==> config.mk <==
export PLATFORM = sky130hd
export DESIGN_NAME = work_break_phase_sequencer_unit_flat
export DESIGN_NICKNAME = d
export VERILOG_FILES = /design/src/design/wbps_pkg.sv /design/src/design/wbps_cmd_if.sv /design/src/design/wbps_res_if.sv /design/src/design/wbps_seq_ctrl.sv /design/src/design/work_break_phase_sequencer_unit.sv /design/src/flat_wrapper.sv
export SDC_FILE = /design/constraint.sdc
export NUM_CORES = 1
export LEC_CHECK = 0
export ABC_AREA = 1
export CELL_PAD_IN_SITES_DETAIL_PLACEMENT = 0
export CELL_PAD_IN_SITES_GLOBAL_PLACEMENT = 1
export CORE_MARGIN = 10
export CORE_UTILIZATION = 26
export CTS_BUF_LIST = sky130_fd_sc_hd__clkbuf_8
export DETAILED_ROUTE_END_ITERATION = 10
export DONT_BUFFER_PORTS = 1
export GPL_TIMING_DRIVEN = 1
export PLACE_DENSITY_LB_ADDON = 0.1
export SLEW_MARGIN = 20
export SYNTH_ARGS = -nofsm -noshare
export SYNTH_HDL_FRONTEND = slang
export SYNTH_SLANG_ARGS = --single-unit
==> constraint.sdc <==
create_clock -name clk_i -period 9 [get_ports clk_i]
set_input_delay 0.45 -clock clk_i [delete_from_list [all_inputs] [get_ports clk_i]]
set_output_delay 0.45 -clock clk_i [all_outputs]
set_load 0.1 [all_outputs]
==> src/design/wbps_pkg.sv <==
// ----------------------------------------------------------------------------
// wbps_pkg
// Types, codes and the control program of the work/break phase sequencer.
// ----------------------------------------------------------------------------
package wbps_pkg;

  localparam int TimeW      = 32;
  localparam int MaxPhases  = 16;
  localparam int EffMax     = (MaxPhases < 16) ? MaxPhases : 16;
  localparam int MaxResults = 48;
  localparam int PcW        = 5;
  localparam int MinW       = 10;
  localparam int DurW       = 16;

  typedef logic [TimeW-1:0] secs_t;
  typedef logic [PcW-1:0]   pc_t;

  typedef enum logic [2:0] {
    ST_IDLE   = 3'd0,
    ST_FOCUS  = 3'd1,
    ST_SHORT  = 3'd2,
    ST_LONG   = 3'd3,
    ST_PAUSED = 3'd4,
    ST_DONE   = 3'd5
  } state_e;

  typedef enum logic [1:0] {
    K_STARTED   = 2'd0,
    K_COMPLETED = 2'd1,
    K_PROMPT    = 2'd2,
    K_STATUS    = 2'd3
  } kind_e;

  typedef enum logic [2:0] {
    OP_START  = 3'd0,
    OP_PAUSE  = 3'd1,
    OP_RESUME = 3'd2,
    OP_SKIP   = 3'd3,
    OP_TICK   = 3'd4
  } op_e;

  typedef enum logic [2:0] {
    CFG_FOCUS      = 3'd0,
    CFG_SHORT      = 3'd1,
    CFG_LONG       = 3'd2,
    CFG_LONG_EVERY = 3'd3,
    CFG_COUNT      = 3'd4,
    CFG_PROMPT     = 3'd5
  } cfg_idx_e;

  typedef enum logic [3:0] {
    A_NOP,
    A_START_FOCUS,
    A_DONE,
    A_BREAK,
    A_PROMPT,
    A_NEXT_FOCUS,
    A_PAUSE,
    A_RESUME,
    A_UNPAUSE,
    A_STATUS
  } act_e;

  typedef enum logic [3:0] {
    C_ALWAYS,
    C_NOT_IDLE,
    C_COUNT_ZERO,
    C_NOT_TIMED,
    C_NOT_PAUSED,
    C_REPLAY_DONE,
    C_NOT_FOCUS,
    C_LAST_WORK,
    C_NO_PROMPT
  } cond_e;

  typedef enum logic {
    AT_NOW,
    AT_END
  } at_sel_e;

  typedef struct packed {
    act_e    act;
    cond_e   cond;
    at_sel_e at_sel;
    pc_t     target;
  } uword_t;

  typedef struct packed {
    logic not_idle;
    logic count_zero;
    logic not_timed;
    logic not_paused;
    logic replay_done;
    logic not_focus;
    logic last_work;
    logic no_prompt;
  } flags_t;

  typedef struct packed {
    logic    exec;
    logic    emit;
    act_e    act;
    at_sel_e at_sel;
  } ctrl_t;

  localparam pc_t PcStart  = 5'd0;
  localparam pc_t PcPause  = 5'd4;
  localparam pc_t PcResume = 5'd14;
  localparam pc_t PcSkip   = 5'd16;
  localparam pc_t PcReplay = 5'd24;
  localparam pc_t PcStatus = 5'd31;

  function automatic uword_t uw(act_e act, cond_e cond, at_sel_e at_sel, pc_t target);
    uword_t w;
    w.act    = act;
    w.cond   = cond;
    w.at_sel = at_sel;
    w.target = target;
    return w;
  endfunction

  // Condition tests read the registers as they stand before the step's action.
  function automatic uword_t ucode(pc_t pc);
    uword_t w;
    unique case (pc)
      5'd0:  w = uw(A_NOP,         C_NOT_IDLE,    AT_NOW, PcStatus);
      5'd1:  w = uw(A_NOP,         C_COUNT_ZERO,  AT_NOW, 5'd3);
      5'd2:  w = uw(A_START_FOCUS, C_ALWAYS,      AT_NOW, PcReplay);
      5'd3:  w = uw(A_DONE,        C_ALWAYS,      AT_NOW, PcStatus);
      5'd4:  w = uw(A_NOP,         C_NOT_TIMED,   AT_NOW, PcStatus);
      5'd5:  w = uw(A_NOP,         C_REPLAY_DONE, AT_END, 5'd12);
      5'd6:  w = uw(A_NOP,         C_NOT_FOCUS,   AT_END, 5'd10);
      5'd7:  w = uw(A_NOP,         C_LAST_WORK,   AT_END, 5'd11);
      5'd8:  w = uw(A_BREAK,       C_NO_PROMPT,   AT_END, 5'd5);
      5'd9:  w = uw(A_PROMPT,      C_ALWAYS,      AT_END, 5'd5);
      5'd10: w = uw(A_NEXT_FOCUS,  C_ALWAYS,      AT_END, 5'd5);
      5'd11: w = uw(A_DONE,        C_ALWAYS,      AT_END, 5'd5);
      5'd12: w = uw(A_NOP,         C_NOT_TIMED,   AT_NOW, PcStatus);
      5'd13: w = uw(A_PAUSE,       C_ALWAYS,      AT_NOW, PcStatus);
      5'd14: w = uw(A_NOP,         C_NOT_PAUSED,  AT_NOW, PcStatus);
      5'd15: w = uw(A_RESUME,      C_ALWAYS,      AT_NOW, PcReplay);
      5'd16: w = uw(A_UNPAUSE,     C_ALWAYS,      AT_NOW, 5'd17);
      5'd17: w = uw(A_NOP,         C_NOT_TIMED,   AT_NOW, PcStatus);
      5'd18: w = uw(A_NOP,         C_NOT_FOCUS,   AT_NOW, 5'd22);
      5'd19: w = uw(A_NOP,         C_LAST_WORK,   AT_NOW, 5'd23);
      5'd20: w = uw(A_BREAK,       C_NO_PROMPT,   AT_NOW, PcReplay);
      5'd21: w = uw(A_PROMPT,      C_ALWAYS,      AT_NOW, PcReplay);
      5'd22: w = uw(A_NEXT_FOCUS,  C_ALWAYS,      AT_NOW, PcReplay);
      5'd23: w = uw(A_DONE,        C_ALWAYS,      AT_NOW, PcReplay);
      5'd24: w = uw(A_NOP,         C_REPLAY_DONE, AT_END, PcStatus);
      5'd25: w = uw(A_NOP,         C_NOT_FOCUS,   AT_END, 5'd29);
      5'd26: w = uw(A_NOP,         C_LAST_WORK,   AT_END, 5'd30);
      5'd27: w = uw(A_BREAK,       C_NO_PROMPT,   AT_END, PcReplay);
      5'd28: w = uw(A_PROMPT,      C_ALWAYS,      AT_END, PcReplay);
      5'd29: w = uw(A_NEXT_FOCUS,  C_ALWAYS,      AT_END, PcReplay);
      5'd30: w = uw(A_DONE,        C_ALWAYS,      AT_END, PcReplay);
      5'd31: w = uw(A_STATUS,      C_ALWAYS,      AT_NOW, PcStatus);
    endcase
    return w;
  endfunction

  function automatic pc_t entry_pc(logic [2:0] op);
    pc_t pc;
    unique case (op)
      OP_START:  pc = PcStart;
      OP_PAUSE:  pc = PcPause;
      OP_RESUME: pc = PcResume;
      OP_SKIP:   pc = PcSkip;
      OP_TICK:   pc = PcReplay;
      default:   pc = PcStatus;
    endcase
    return pc;
  endfunction

  function automatic logic act_emits(act_e act);
    logic e;
    unique case (act)
      A_START_FOCUS, A_DONE, A_BREAK, A_PROMPT, A_NEXT_FOCUS, A_STATUS: e = 1'b1;
      default: e = 1'b0;
    endcase
    return e;
  endfunction

  // True when n is a nonzero multiple of e, for n up to 16 and e nonzero.
  function automatic logic is_multiple(logic [4:0] n, logic [3:0] e);
    logic       hit;
    logic [7:0] p;
    hit = 1'b0;
    for (int k = 1; k <= 16; k++) begin
      p = 8'(k) * {4'b0, e};
      if (p == {3'b0, n}) begin
        hit = 1'b1;
      end
    end
    return hit;
  endfunction

endpackage

==> src/design/wbps_cmd_if.sv <==
// ----------------------------------------------------------------------------
// wbps_cmd_if
// Command channel: operation code and the time stamp of the request.
// ----------------------------------------------------------------------------
interface wbps_cmd_if;
  logic        valid;
  logic        ready;
  logic [2:0]  op;
  logic [31:0] now_seconds;

  modport source (output valid, output op, output now_seconds, input ready);
  modport sink (input valid, input op, input now_seconds, output ready);
endinterface

==> src/design/wbps_res_if.sv <==
// ----------------------------------------------------------------------------
// wbps_res_if
// Result channel: events and the closing status item of each request.
// ----------------------------------------------------------------------------
interface wbps_res_if;
  logic        valid;
  logic        ready;
  logic [1:0]  kind;
  logic [2:0]  phase_state;
  logic [3:0]  phase_index;
  logic [31:0] at_seconds;
  logic [31:0] remaining_seconds;
  logic        last;

  modport source (
    output valid, output kind, output phase_state, output phase_index,
    output at_seconds, output remaining_seconds, output last, input ready
  );
  modport sink (
    input valid, input kind, input phase_state, input phase_index,
    input at_seconds, input remaining_seconds, input last, output ready
  );
endinterface

==> src/design/wbps_seq_ctrl.sv <==
// ----------------------------------------------------------------------------
// wbps_seq_ctrl
// Step counter and program table: fetches one control word per cycle,
// tests its jump condition and holds while a result cannot be delivered.
// ----------------------------------------------------------------------------
module wbps_seq_ctrl
  import wbps_pkg::*;
(
  input  logic       clk_i,
  input  logic       rst_ni,
  input  logic       start_i,
  input  logic [2:0] op_i,
  input  flags_t     flags_i,
  input  logic       out_free_i,
  output logic       busy_o,
  output ctrl_t      ctrl_o
);

  logic       busy_q, busy_d;
  pc_t        pc_q, pc_d;
  logic [5:0] emit_cnt_q, emit_cnt_d;
  uword_t     word;
  logic       emit_ok, want_emit, stall, step, jump;

  assign word      = ucode(pc_q);
  assign emit_ok   = emit_cnt_q < 6'(MaxResults);
  assign want_emit = busy_q && act_emits(word.act) && emit_ok;
  assign stall     = want_emit && !out_free_i;
  assign step      = busy_q && !stall;

  always_comb begin
    unique case (word.cond)
      C_ALWAYS:      jump = 1'b1;
      C_NOT_IDLE:    jump = flags_i.not_idle;
      C_COUNT_ZERO:  jump = flags_i.count_zero;
      C_NOT_TIMED:   jump = flags_i.not_timed;
      C_NOT_PAUSED:  jump = flags_i.not_paused;
      C_REPLAY_DONE: jump = flags_i.replay_done;
      C_NOT_FOCUS:   jump = flags_i.not_focus;
      C_LAST_WORK:   jump = flags_i.last_work;
      C_NO_PROMPT:   jump = flags_i.no_prompt;
      default:       jump = 1'b0;
    endcase
  end

  always_comb begin
    busy_d     = busy_q;
    pc_d       = pc_q;
    emit_cnt_d = emit_cnt_q;
    if (start_i) begin
      busy_d     = 1'b1;
      pc_d       = entry_pc(op_i);
      emit_cnt_d = '0;
    end else if (step) begin
      pc_d = jump ? word.target : pc_q + 5'd1;
      if (word.act == A_STATUS) begin
        busy_d = 1'b0;
      end
      if (want_emit) begin
        emit_cnt_d = emit_cnt_q + 6'd1;
      end
    end
  end

  always_ff @(posedge clk_i or negedge rst_ni) begin
    if (!rst_ni) begin
      busy_q     <= 1'b0;
      pc_q       <= PcStatus;
      emit_cnt_q <= '0;
    end else begin
      busy_q     <= busy_d;
      pc_q       <= pc_d;
      emit_cnt_q <= emit_cnt_d;
    end
  end

  assign busy_o        = busy_q;
  assign ctrl_o.exec   = step;
  assign ctrl_o.emit   = step && want_emit;
  assign ctrl_o.act    = word.act;
  assign ctrl_o.at_sel = word.at_sel;

endmodule

==> src/design/work_break_phase_sequencer_unit.sv <==
// ----------------------------------------------------------------------------
// work_break_phase_sequencer_unit
// Work/break phase sequencer driven by a short microprogram.
// ----------------------------------------------------------------------------
// Each request runs a program of one step per clock cycle from a control
// table. Each phase whose end has already passed is replayed in turn. Every
// step that emits a result waits until the output register is free, so a
// stalled result channel stretches the request by the stall. A new request
// is accepted in the cycle after the status item of the previous one has
// been loaded into the output register.
module work_break_phase_sequencer_unit
  import wbps_pkg::*;
(
  input  logic       clk_i,
  input  logic       rst_ni,
  input  logic       cfg_we_i,
  input  logic [2:0] cfg_idx_i,
  input  logic [9:0] cfg_data_i,
  wbps_cmd_if.sink   cmd_i,
  wbps_res_if.source res_o
);

  logic [MinW-1:0] focus_q, short_q, long_q;
  logic [3:0]      every_q;
  logic [4:0]      count_q;
  logic            prompt_q;

  state_e     state_q, state_d;
  logic [1:0] pf_q, pf_d;
  logic [3:0] wi_q, wi_d;
  secs_t      end_q, end_d;
  secs_t      pl_q, pl_d;
  secs_t      at_q, at_d;
  secs_t      now_q;

  logic        out_valid_q;
  kind_e       out_kind_q;
  state_e      out_state_q;
  logic [3:0]  out_index_q;
  secs_t       out_at_q, out_rem_q;
  logic        out_last_q;

  kind_e       o_kind;
  secs_t       o_at, o_rem;
  logic        o_last;

  flags_t          flags;
  ctrl_t           ctrl;
  logic            busy, start, out_free;
  logic            timed, lng;
  logic [4:0]      eff_count, next_work;
  logic [MinW-1:0] minutes;
  logic [DurW-1:0] dur_s;
  secs_t           at_src, add_a, add_b, sat, left;
  logic [TimeW:0]  sum;
  state_e          resume_st;

  assign start    = cmd_i.valid && cmd_i.ready;
  assign out_free = !out_valid_q || res_o.ready;
  assign cmd_i.ready = !busy;

  always_ff @(posedge clk_i or negedge rst_ni) begin
    if (!rst_ni) begin
      focus_q  <= 10'd25;
      short_q  <= 10'd5;
      long_q   <= 10'd15;
      every_q  <= 4'd4;
      count_q  <= 5'd4;
      prompt_q <= 1'b0;
    end else if (cfg_we_i) begin
      case (cfg_idx_i)
        CFG_FOCUS:      focus_q  <= cfg_data_i;
        CFG_SHORT:      short_q  <= cfg_data_i;
        CFG_LONG:       long_q   <= cfg_data_i;
        CFG_LONG_EVERY: every_q  <= cfg_data_i[3:0];
        CFG_COUNT:      count_q  <= cfg_data_i[4:0];
        CFG_PROMPT:     prompt_q <= cfg_data_i[0];
        default: ;
      endcase
    end
  end

  assign timed     = (state_q == ST_FOCUS) || (state_q == ST_SHORT) || (state_q == ST_LONG);
  assign eff_count = (count_q > 5'(EffMax)) ? 5'(EffMax) : count_q;
  assign next_work = {1'b0, wi_q} + 5'd1;

  assign flags.not_idle    = state_q != ST_IDLE;
  assign flags.count_zero  = eff_count == 5'd0;
  assign flags.not_timed   = !timed;
  assign flags.not_paused  = state_q != ST_PAUSED;
  assign flags.replay_done = !timed || (now_q < end_q);
  assign flags.not_focus   = state_q != ST_FOCUS;
  assign flags.last_work   = next_work >= eff_count;
  assign flags.no_prompt   = !prompt_q;

  wbps_seq_ctrl u_ctrl (
    .clk_i      (clk_i),
    .rst_ni     (rst_ni),
    .start_i    (start),
    .op_i       (cmd_i.op),
    .flags_i    (flags),
    .out_free_i (out_free),
    .busy_o     (busy),
    .ctrl_o     (ctrl)
  );

  assign lng     = (every_q != 4'd0) && is_multiple(next_work, every_q);
  assign minutes = (ctrl.act == A_BREAK) ? (lng ? long_q : short_q) : focus_q;
  assign dur_s   = DurW'({6'b0, minutes} * 16'd60);
  assign at_src  = (ctrl.at_sel == AT_NOW) ? now_q : end_q;
  assign add_a   = ((ctrl.act == A_START_FOCUS) || (ctrl.act == A_RESUME)) ? now_q : at_src;
  assign add_b   = (ctrl.act == A_RESUME) ? pl_q : {{(TimeW-DurW){1'b0}}, dur_s};
  assign sum     = {1'b0, add_a} + {1'b0, add_b};
  assign sat     = sum[TimeW] ? '1 : sum[TimeW-1:0];
  assign left    = (end_q > now_q) ? end_q - now_q : '0;
  assign resume_st = (pf_q != 2'd0) ? state_e'({1'b0, pf_q}) : ST_FOCUS;

  always_comb begin
    state_d = state_q;
    pf_d    = pf_q;
    wi_d    = wi_q;
    end_d   = end_q;
    pl_d    = pl_q;
    at_d    = at_q;
    o_kind  = K_STATUS;
    o_at    = now_q;
    o_rem   = '0;
    o_last  = 1'b0;
    if (ctrl.exec) begin
      unique case (ctrl.act)
        A_START_FOCUS: begin
          wi_d    = '0;
          state_d = ST_FOCUS;
          end_d   = sat;
          o_kind  = K_STARTED;
        end
        A_DONE: begin
          state_d = ST_DONE;
          o_kind  = K_COMPLETED;
          o_at    = at_src;
        end
        A_BREAK: begin
          state_d = lng ? ST_LONG : ST_SHORT;
          end_d   = sat;
          at_d    = at_src;
          o_kind  = K_STARTED;
          o_at    = at_src;
        end
        A_PROMPT: begin
          o_kind = K_PROMPT;
          o_at   = at_q;
        end
        A_NEXT_FOCUS: begin
          wi_d    = wi_q + 4'd1;
          state_d = ST_FOCUS;
          end_d   = sat;
          o_kind  = K_STARTED;
          o_at    = at_src;
        end
        A_PAUSE: begin
          pl_d    = left;
          pf_d    = state_q[1:0];
          state_d = ST_PAUSED;
        end
        A_RESUME: begin
          state_d = resume_st;
          end_d   = sat;
        end
        A_UNPAUSE: begin
          if (state_q == ST_PAUSED) begin
            state_d = resume_st;
          end
        end
        A_STATUS: begin
          o_last = 1'b1;
          unique case (state_q)
            ST_IDLE:                     o_rem = {{(TimeW-DurW){1'b0}}, dur_s};
            ST_PAUSED:                   o_rem = pl_q;
            ST_FOCUS, ST_SHORT, ST_LONG: o_rem = left;
            default:                     o_rem = '0;
          endcase
        end
        default: ;
      endcase
    end
  end

  always_ff @(posedge clk_i or negedge rst_ni) begin
    if (!rst_ni) begin
      state_q <= ST_IDLE;
      pf_q    <= 2'(ST_FOCUS);
      wi_q    <= '0;
      end_q   <= '0;
      pl_q    <= '0;
    end else begin
      state_q <= state_d;
      pf_q    <= pf_d;
      wi_q    <= wi_d;
      end_q   <= end_d;
      pl_q    <= pl_d;
    end
  end

  always_ff @(posedge clk_i) begin
    at_q <= at_d;
    if (start) begin
      now_q <= cmd_i.now_seconds;
    end
  end

  always_ff @(posedge clk_i or negedge rst_ni) begin
    if (!rst_ni) begin
      out_valid_q <= 1'b0;
    end else if (ctrl.emit) begin
      out_valid_q <= 1'b1;
    end else if (res_o.ready) begin
      out_valid_q <= 1'b0;
    end
  end

  always_ff @(posedge clk_i) begin
    if (ctrl.emit) begin
      out_kind_q  <= o_kind;
      out_state_q <= state_d;
      out_index_q <= wi_d;
      out_at_q    <= o_at;
      out_rem_q   <= o_rem;
      out_last_q  <= o_last;
    end
  end

  assign res_o.valid             = out_valid_q;
  assign res_o.kind              = out_kind_q;
  assign res_o.phase_state       = out_state_q;
  assign res_o.phase_index       = out_index_q;
  assign res_o.at_seconds        = out_at_q;
  assign res_o.remaining_seconds = out_rem_q;
  assign res_o.last              = out_last_q;

`ifndef SYNTHESIS
  a_last_is_status: assert property (@(posedge clk_i) disable iff (!rst_ni)
    res_o.valid && res_o.last |-> res_o.kind == K_STATUS)
    else $error("last flag on a result that is not a status item");

  a_prompt_on_break: assert property (@(posedge clk_i) disable iff (!rst_ni)
    res_o.valid && res_o.kind == K_PROMPT |->
      res_o.phase_state == ST_SHORT || res_o.phase_state == ST_LONG)
    else $error("exercise prompt outside a break");

  a_paused_from_timed: assert property (@(posedge clk_i) disable iff (!rst_ni)
    pf_q != 2'd0)
    else $error("paused phase is not a timed phase");

  a_busy_after_request: assert property (@(posedge clk_i) disable iff (!rst_ni)
    start |=> !cmd_i.ready)
    else $error("new request taken while a request is running");
`endif

endmodule
==> src/flat_wrapper.sv <==
// flat-port wrapper written by rule: the top's interface ports become plain ports
module work_break_phase_sequencer_unit_flat import wbps_pkg::*;
  (clk_i, rst_ni, cfg_we_i, cfg_idx_i, cfg_data_i, cmd_i_valid, cmd_i_op, cmd_i_now_seconds, cmd_i_ready, res_o_valid, res_o_kind, res_o_phase_state, res_o_phase_index, res_o_at_seconds, res_o_remaining_seconds, res_o_last, res_o_ready);
  wbps_cmd_if cmd_i_i ();
  wbps_res_if res_o_i ();
  input  logic clk_i;
  input  logic rst_ni;
  input  logic cfg_we_i;
  input  logic [2:0] cfg_idx_i;
  input  logic [9:0] cfg_data_i;
  input wire logic [$bits(cmd_i_i.valid)-1:0] cmd_i_valid;
  input wire logic [$bits(cmd_i_i.op)-1:0] cmd_i_op;
  input wire logic [$bits(cmd_i_i.now_seconds)-1:0] cmd_i_now_seconds;
  output wire logic [$bits(cmd_i_i.ready)-1:0] cmd_i_ready;
  output wire logic [$bits(res_o_i.valid)-1:0] res_o_valid;
  output wire logic [$bits(res_o_i.kind)-1:0] res_o_kind;
  output wire logic [$bits(res_o_i.phase_state)-1:0] res_o_phase_state;
  output wire logic [$bits(res_o_i.phase_index)-1:0] res_o_phase_index;
  output wire logic [$bits(res_o_i.at_seconds)-1:0] res_o_at_seconds;
  output wire logic [$bits(res_o_i.remaining_seconds)-1:0] res_o_remaining_seconds;
  output wire logic [$bits(res_o_i.last)-1:0] res_o_last;
  input wire logic [$bits(res_o_i.ready)-1:0] res_o_ready;
  assign cmd_i_i.valid = cmd_i_valid;
  assign cmd_i_i.op = cmd_i_op;
  assign cmd_i_i.now_seconds = cmd_i_now_seconds;
  assign cmd_i_ready = cmd_i_i.ready;
  assign res_o_valid = res_o_i.valid;
  assign res_o_kind = res_o_i.kind;
  assign res_o_phase_state = res_o_i.phase_state;
  assign res_o_phase_index = res_o_i.phase_index;
  assign res_o_at_seconds = res_o_i.at_seconds;
  assign res_o_remaining_seconds = res_o_i.remaining_seconds;
  assign res_o_last = res_o_i.last;
  assign res_o_i.ready = res_o_ready;
  work_break_phase_sequencer_unit u_core (.clk_i(clk_i), .rst_ni(rst_ni), .cfg_we_i(cfg_we_i), .cfg_idx_i(cfg_idx_i), .cfg_data_i(cfg_data_i), .cmd_i(cmd_i_i), .res_o(res_o_i));
endmodule
* Word-level counts from Yosys, hierarchy flattened
Memories as Yosys holds them, arrays and structs flattened.
Index checks and enable logic that the tools add are counted.
** Storage, ports and cells
- Register bits after elaboration :: 264
- ROM bits :: 448
- Output and inout bits :: 76
- Memories kept :: 1
** Memory list
- (no name shown) :: depth 32, width 14, read ports 1, clocked after Yosys merged registers in 0, wr ports 0, RTL line wbps_pkg.sv:125 : unique case (pc)
** Cells by class
- $add $sub $neg :: 6
- $mul :: 12
- $lt $le $gt $ge :: 5
- Equality and inequality tests :: 48
- Multiplexer cells :: 50
- Reductions and logical operators :: 48
** Operators with widths (number)
- 2-to-1 mux 32 bit :: 6
- case mux 32 bit (3 select lines) :: 1
- equality test 8 x 5 -> 1 bit :: 8
- case mux 32 bit (2 select lines) :: 1
- adder 32 x 32 -> 33 bit :: 1
- equality test 4 x 3 -> 1 bit (second input constant) :: 8
- > comparator 32 bit :: 1
- < comparator 32 bit :: 1
- multiplier 4 x 4 -> 8 bit (first input constant) :: 4
- subtractor 32 bit :: 1
- equality test 7 x 5 -> 1 bit :: 4
- multiplier 3 x 4 -> 7 bit (first input constant) :: 4
- case mux 5 bit (5 select lines) :: 1
- 2-to-1 mux 1 bit :: 24
- AND reduction 2 bit :: 12
- 2-to-1 mux 10 bit :: 2
- 2-to-1 mux 5 bit :: 4
- equality test 3 x 2 -> 1 bit (second input constant) :: 6
- multiplier 2 x 4 -> 6 bit (first input constant) :: 3
- 2-to-1 mux 6 bit :: 3
- case mux 3 bit (6 select lines) :: 1
- equality test 4 x 2 -> 1 bit (second input constant) :: 4
- multiplier 10 x 4 -> 14 bit (second input constant) :: 1
- equality test 3 bit (second input constant) :: 4
- other kinds (34) :: 64

* Longest topological paths before layout
- Depth in word-level cells :: 25
- Depth in mapped cells :: 56
- Mapped depth without buffers :: 53

* By module
A second synthesis with hierarchy kept.
** Second synthesis, totals
- Cell total of the unflattened synthesis :: 2563
- Area total of the unflattened synthesis :: 19653.8 sq um
** Modules (own cells, without submodules)
- work_break_phase_sequencer_unit :: times used 1, cells each 2296, area an instance 17930.9 sq um, seq. area each 7011.7 sq um
- wbps_seq_ctrl :: times used 1, cells each 267, area an instance 1722.9 sq um, seq. area each 306.5 sq um

* Least setup slack after synthesis
Ideal clock, no wire load.
- Path kind :: register to register
- Start :: register u_core.every_q[2]
- End :: register u_core.end_q[25]
- Library setup time :: 0.121 ns
- Arrival :: 7.913 ns
- Path slack :: 0.966 ns
- Cell stages (with the launch flop) :: 51
- Buffers on the path :: 2
- Clock period less this slack :: 8.034 ns
- Cells stage by stage :: dfstp_2 -> fa_1 -> fa_1 -> inv_1 -> fa_1 -> inv_1 -> nand2_1 -> a21oi_1 -> nor2_1 -> nand2_1 -> nor2_1 -> nand3_1 -> nand2_1 -> nor2_1 -> nand3_1 -> o21bai_4 -> inv_2 -> buf_6 -> [15 not listed] -> a21o_1 -> a21oi_1 -> or2_2 -> nand3_1 -> o21ai_0 -> ha_1 -> a21oi_1 -> o21ai_0 -> a21oi_1 -> o31a_1 -> nand2_1 -> nand2_1 -> nand2_1 -> a21oi_1 -> buf_2 -> o21ai_0 -> nand2_1 -> o21ai_1
** On the way
- Word-level cells in the longest chain between the ends :: 24
** Ends and longest elaborated chain
- from (decl) :: RTL line work_break_phase_sequencer_unit.sv:24 : logic [3:0] every_q;
- from (signal assigned) :: RTL line work_break_phase_sequencer_unit.sv:75 : CFG_LONG_EVERY: every_q <= cfg_data_i[3:0];
- parallel branches: the longest is 17 deep, another holds multiplier 2 x 4 -> 6 bit
- logical AND 1 bit * :: RTL line work_break_phase_sequencer_unit.sv:107 : assign lng = (every_q != 4'd0) && is_multiple(next_work, every_q);
- 2-to-1 mux 10 bit * (2 in a row) :: RTL line work_break_phase_sequencer_unit.sv:108 : assign minutes = (ctrl.act == A_BREAK) ? (lng ? long_q : short_q) : focus_q;
- multiplier 10 x 4 -> 14 bit * :: RTL line work_break_phase_sequencer_unit.sv:109 : assign dur_s = DurW'({6'b0, minutes} * 16'd60);
- 2-to-1 mux 32 bit * :: RTL line work_break_phase_sequencer_unit.sv:112 : assign add_b = (ctrl.act == A_RESUME) ? pl_q : {{(TimeW-DurW){1'b0}}, dur_s};
- adder 32 x 32 -> 33 bit * :: RTL line work_break_phase_sequencer_unit.sv:113 : assign sum = {1'b0, add_a} + {1'b0, add_b};
- 2-to-1 mux 32 bit * :: RTL line work_break_phase_sequencer_unit.sv:114 : assign sat = sum[TimeW] ? '1 : sum[TimeW-1:0];
- to (signal assigned) :: RTL line work_break_phase_sequencer_unit.sv:199 : end_q <= end_d;
- to (decl) :: RTL line work_break_phase_sequencer_unit.sv:31 : secs_t end_q, end_d;
Every way passes the cells marked *.
A chain may end at the register's enable or synchronous reset.

* Final worst setup path
- Start :: register u_core.every_q[2]
- End :: register u_core.end_q[15]
The elaborated chain is that of the path after synthesis.

==> flow_metrics.tcl <==
set metrics [dict create \
    rows 99 \
    ys_warn_count 0 \
    cts_buffer_depth 3 \
    synth_nets 2718 \
    drc 0 \
    dp_hpwl_mm 53.3 \
    clkTransAtPathRegs_ps 60 \
    mostFrequentLayoutCells "nand2_1, inv_1, nor2_1" \
    fin_area_um2 22200 \
    synth_compound_area_share_pct 17.1 \
    fillers 7939 \
    path_class "flip-flop to flip-flop" \
    hp-class "input pin to flip-flop" \
    via_per_inst 4.80 \
    ctsRootBufferMaster "clkbuf_8" \
    hold_ws_ps 73.5 \
    dr.pass1.iters 5 \
    cts_max_level 2 \
    synth-simple-area-share_pct 22.1 \
    cts_buffers 54 \
    synth-xor-area-share_pct 2.63 \
    run_status "finished clean" \
    cpMaxStageDelayCell "fa_2" \
    synthMuxAreaShare_pct 0.0518 \
    fin_worst_skew_ps 34.0 \
    tightest_slew_ps 1040 \
    min_period_ps 8410 \
    start_util_pct 26.4 \
    multi_input_area_um2 10500 \
    gp_congestion 0.859 \
    drive_gt1_share_pct 8.51 \
    antenna_found_initial 3 \
    coreArea_um2 73300 \
    maxCapViolCount 0 \
    wl_mm 69.6 \
    ant_nets 0 \
    netlist_instances 2499 \
    die-height_um 293 \
    syn-mean-instance-area_um2 7.73 \
    grt_max_degree 127 \
    place_ws_ps -130 \
    path_max_fanout 11 \
    die_area_um2 85600 \
    yosys-top-cells-area "edfxtp_1, dfrtp_1, nand2_1, ha_1, inv_1" \
    grt_use_total_pct 15.9 \
    crit_required_ps 9490 \
    grt_pass1_vias 16900 \
    final-setup-viol-count 0 \
    final_cells 3571 \
    layout_setup_ws_ps 589 \
    layout_commonest_cell "nand2_1" \
    synth_top_family_by_area "simple AND/OR/NAND/NOR gates" \
    overflow 0 \
    io_pins 129 \
    synth_fa_ha_area_share_pct 11.9 \
    insertion_delay_ps 640 \
    cpPeakStageDelay_ps 600 \
    routedWlPerCell_um 19.5 \
    cp-end-kind "flip-flop" \
    placed_area_um2 20400 \
    io_buffer_count 0 \
    yosysSeqAreaShare_pct 37.9 \
    dr_total_vias 17100 \
    netlist_area_um2 19300 \
    slew_violations 0 \
    dr.first_iter.drc_count 1105 \
    tritoncts "yes" \
    relSlewSlack_pct 30.9 \
    yosys.area.top_type "edfxtp_1" \
    nets 2782 \
    fp.dieW_um 293 \
    dp_cells 3408 \
    ys_seq_elements 264 \
    grt_first_pass_wirelength_mm 106 \
    max_clock_freq_mhz 119 \
    netlist.area_leader.share_pct 21.4 \
    start_kind "flip-flop" \
    path_common_cell "nand2_1" \
    fin_crit_sh_pct 93.5 \
    synth_cell_types 56 \
    cts_sinks 264 \
    seqCellArea_um2 7320 \
    final_hold_viol_count 0 \
    critical_path_arrival_ps 8900 \
    area_growth_pct 15.0 \
]
per-layer routing:
metal  wire, um  vias up  global-route usage (%)
met5          0        -                       0
met4       1090        0                    3.26
met3       2800       68                    2.26
met2      30200      304                    24.5
met1      35500     8271                    23.1
li1           -     8503                       -
synth_stat cells (all sizes together):
| master | count |
|---|---|
| mux2i | 1 |
| dfrtp | 109 |
| nand2 | 626 |
| clkbuf | 35 |
| o31a | 1 |
| nand3 | 119 |
| a21o | 9 |
| o21a | 7 |
| xor2 | 30 |
| nor3b | 1 |
| a21oi | 148 |
| o311ai | 1 |
| xnor2 | 28 |
| o21bai | 10 |
| a22oi | 44 |
| nand3b | 9 |
| and3 | 1 |
| inv | 324 |
| fa | 29 |
| a31oi | 13 |
| dfstp | 17 |
| a21boi | 9 |
| a221oi | 8 |
| nor4 | 3 |
| o221ai | 2 |
| nor2 | 224 |
| o211ai | 10 |
| nor3 | 21 |
| o21ai | 266 |
| and2 | 4 |
| o31ai | 3 |
| or2 | 9 |
| nand4 | 14 |
| edfxtp | 138 |
| buf | 44 |
| ha | 137 |
| a211oi | 3 |
| a31o | 1 |
| o22ai | 41 |
worst paths after layout:
check                                  start           endpoint  slack (ps)  cells past startpoint
min reg2reg                u_core.short_q[2]  u_core.short_q[2]         490                      2
max                        u_core.every_q[2]   u_core.end_q[15]         590                     48
min                             cfg_idx_i[1]    u_core.prompt_q          70                      3
min in group asynchronous             rst_ni     u_core.wi_q[2]         540                      2
max in group asynchronous             rst_ni    u_core.pl_q[30]        7850                      2
max reg2reg                u_core.every_q[2]   u_core.end_q[15]         590                     48
worst max-delay path: cells and delay by family (launching register included):
family | cells | cell delay, ps
simple gates | 22 | 1750
fa+ha+maj | 7 | 3290
xor+xnor | 1 | 100
flops | 1 | 580
buf+inv | 9 | 870
compound gates | 9 | 1660
repair_timing:
| item | in CTS | in global routing |
|---|---|---|
| resized for setup | 1 | 28 |
| cloned | 0 | 3 |
| endpoints found under the hold margin | 171 | 0 |
| setup endpoints to repair | 2 | 32 |
| pin swaps | 0 | 11 |
| hold buffers | 42 | 0 |
| buffers inserted | 0 | 13 |
per-stage QoR:
stage / utilization [%] / setup TNS (ps)
detailed placement: 27.8 / -193
global placement: 27.8 / -131
CTS: 29.9 / 0
global route: 30.3 / -246
finish: 30.3 / 0
floorplan: - / 0
state kept, by name, summed over array words and instances, names as in the netlist, 6 cells and up:
name	flops
u_core.short_q	10
u_core.res_o.remaining_seconds	32
u_core.long_q	10
u_core.now_q	32
u_core.focus_q	10
u_core.u_ctrl.emit_cnt_q	6
u_core.pl_q	32
u_core.end_q	32
u_core.res_o.at_seconds	32
u_core.at_q	32
logic make-up after synthesis:
| group | Yosys count |
|---|---|
| compound gates | 576 |
| xor+xnor | 58 |
| fa+ha+maj | 166 |
| buf+inv | 403 |
| flops | 264 |
| mux | 1 |
| simple gates | 1031 |
final cells by class:
cell class | count | area share (%)
Multi-Input combinational cell | 1832 | 47.4
Antenna cell | 4 | 0.0450
Clock buffer | 56 | 3.47
Clock inverter | 45 | 1.46
Tap cell | 959 | 5.40
Sequential cell | 264 | 32.9
Timing Repair inverter | 1 | 0.0225
Inverter | 324 | 5.50
Timing Repair Buffer | 86 | 3.80
Power is not shown: default switching activity piles up to over one toggle a cycle in this logic, so the estimate is an artifact.
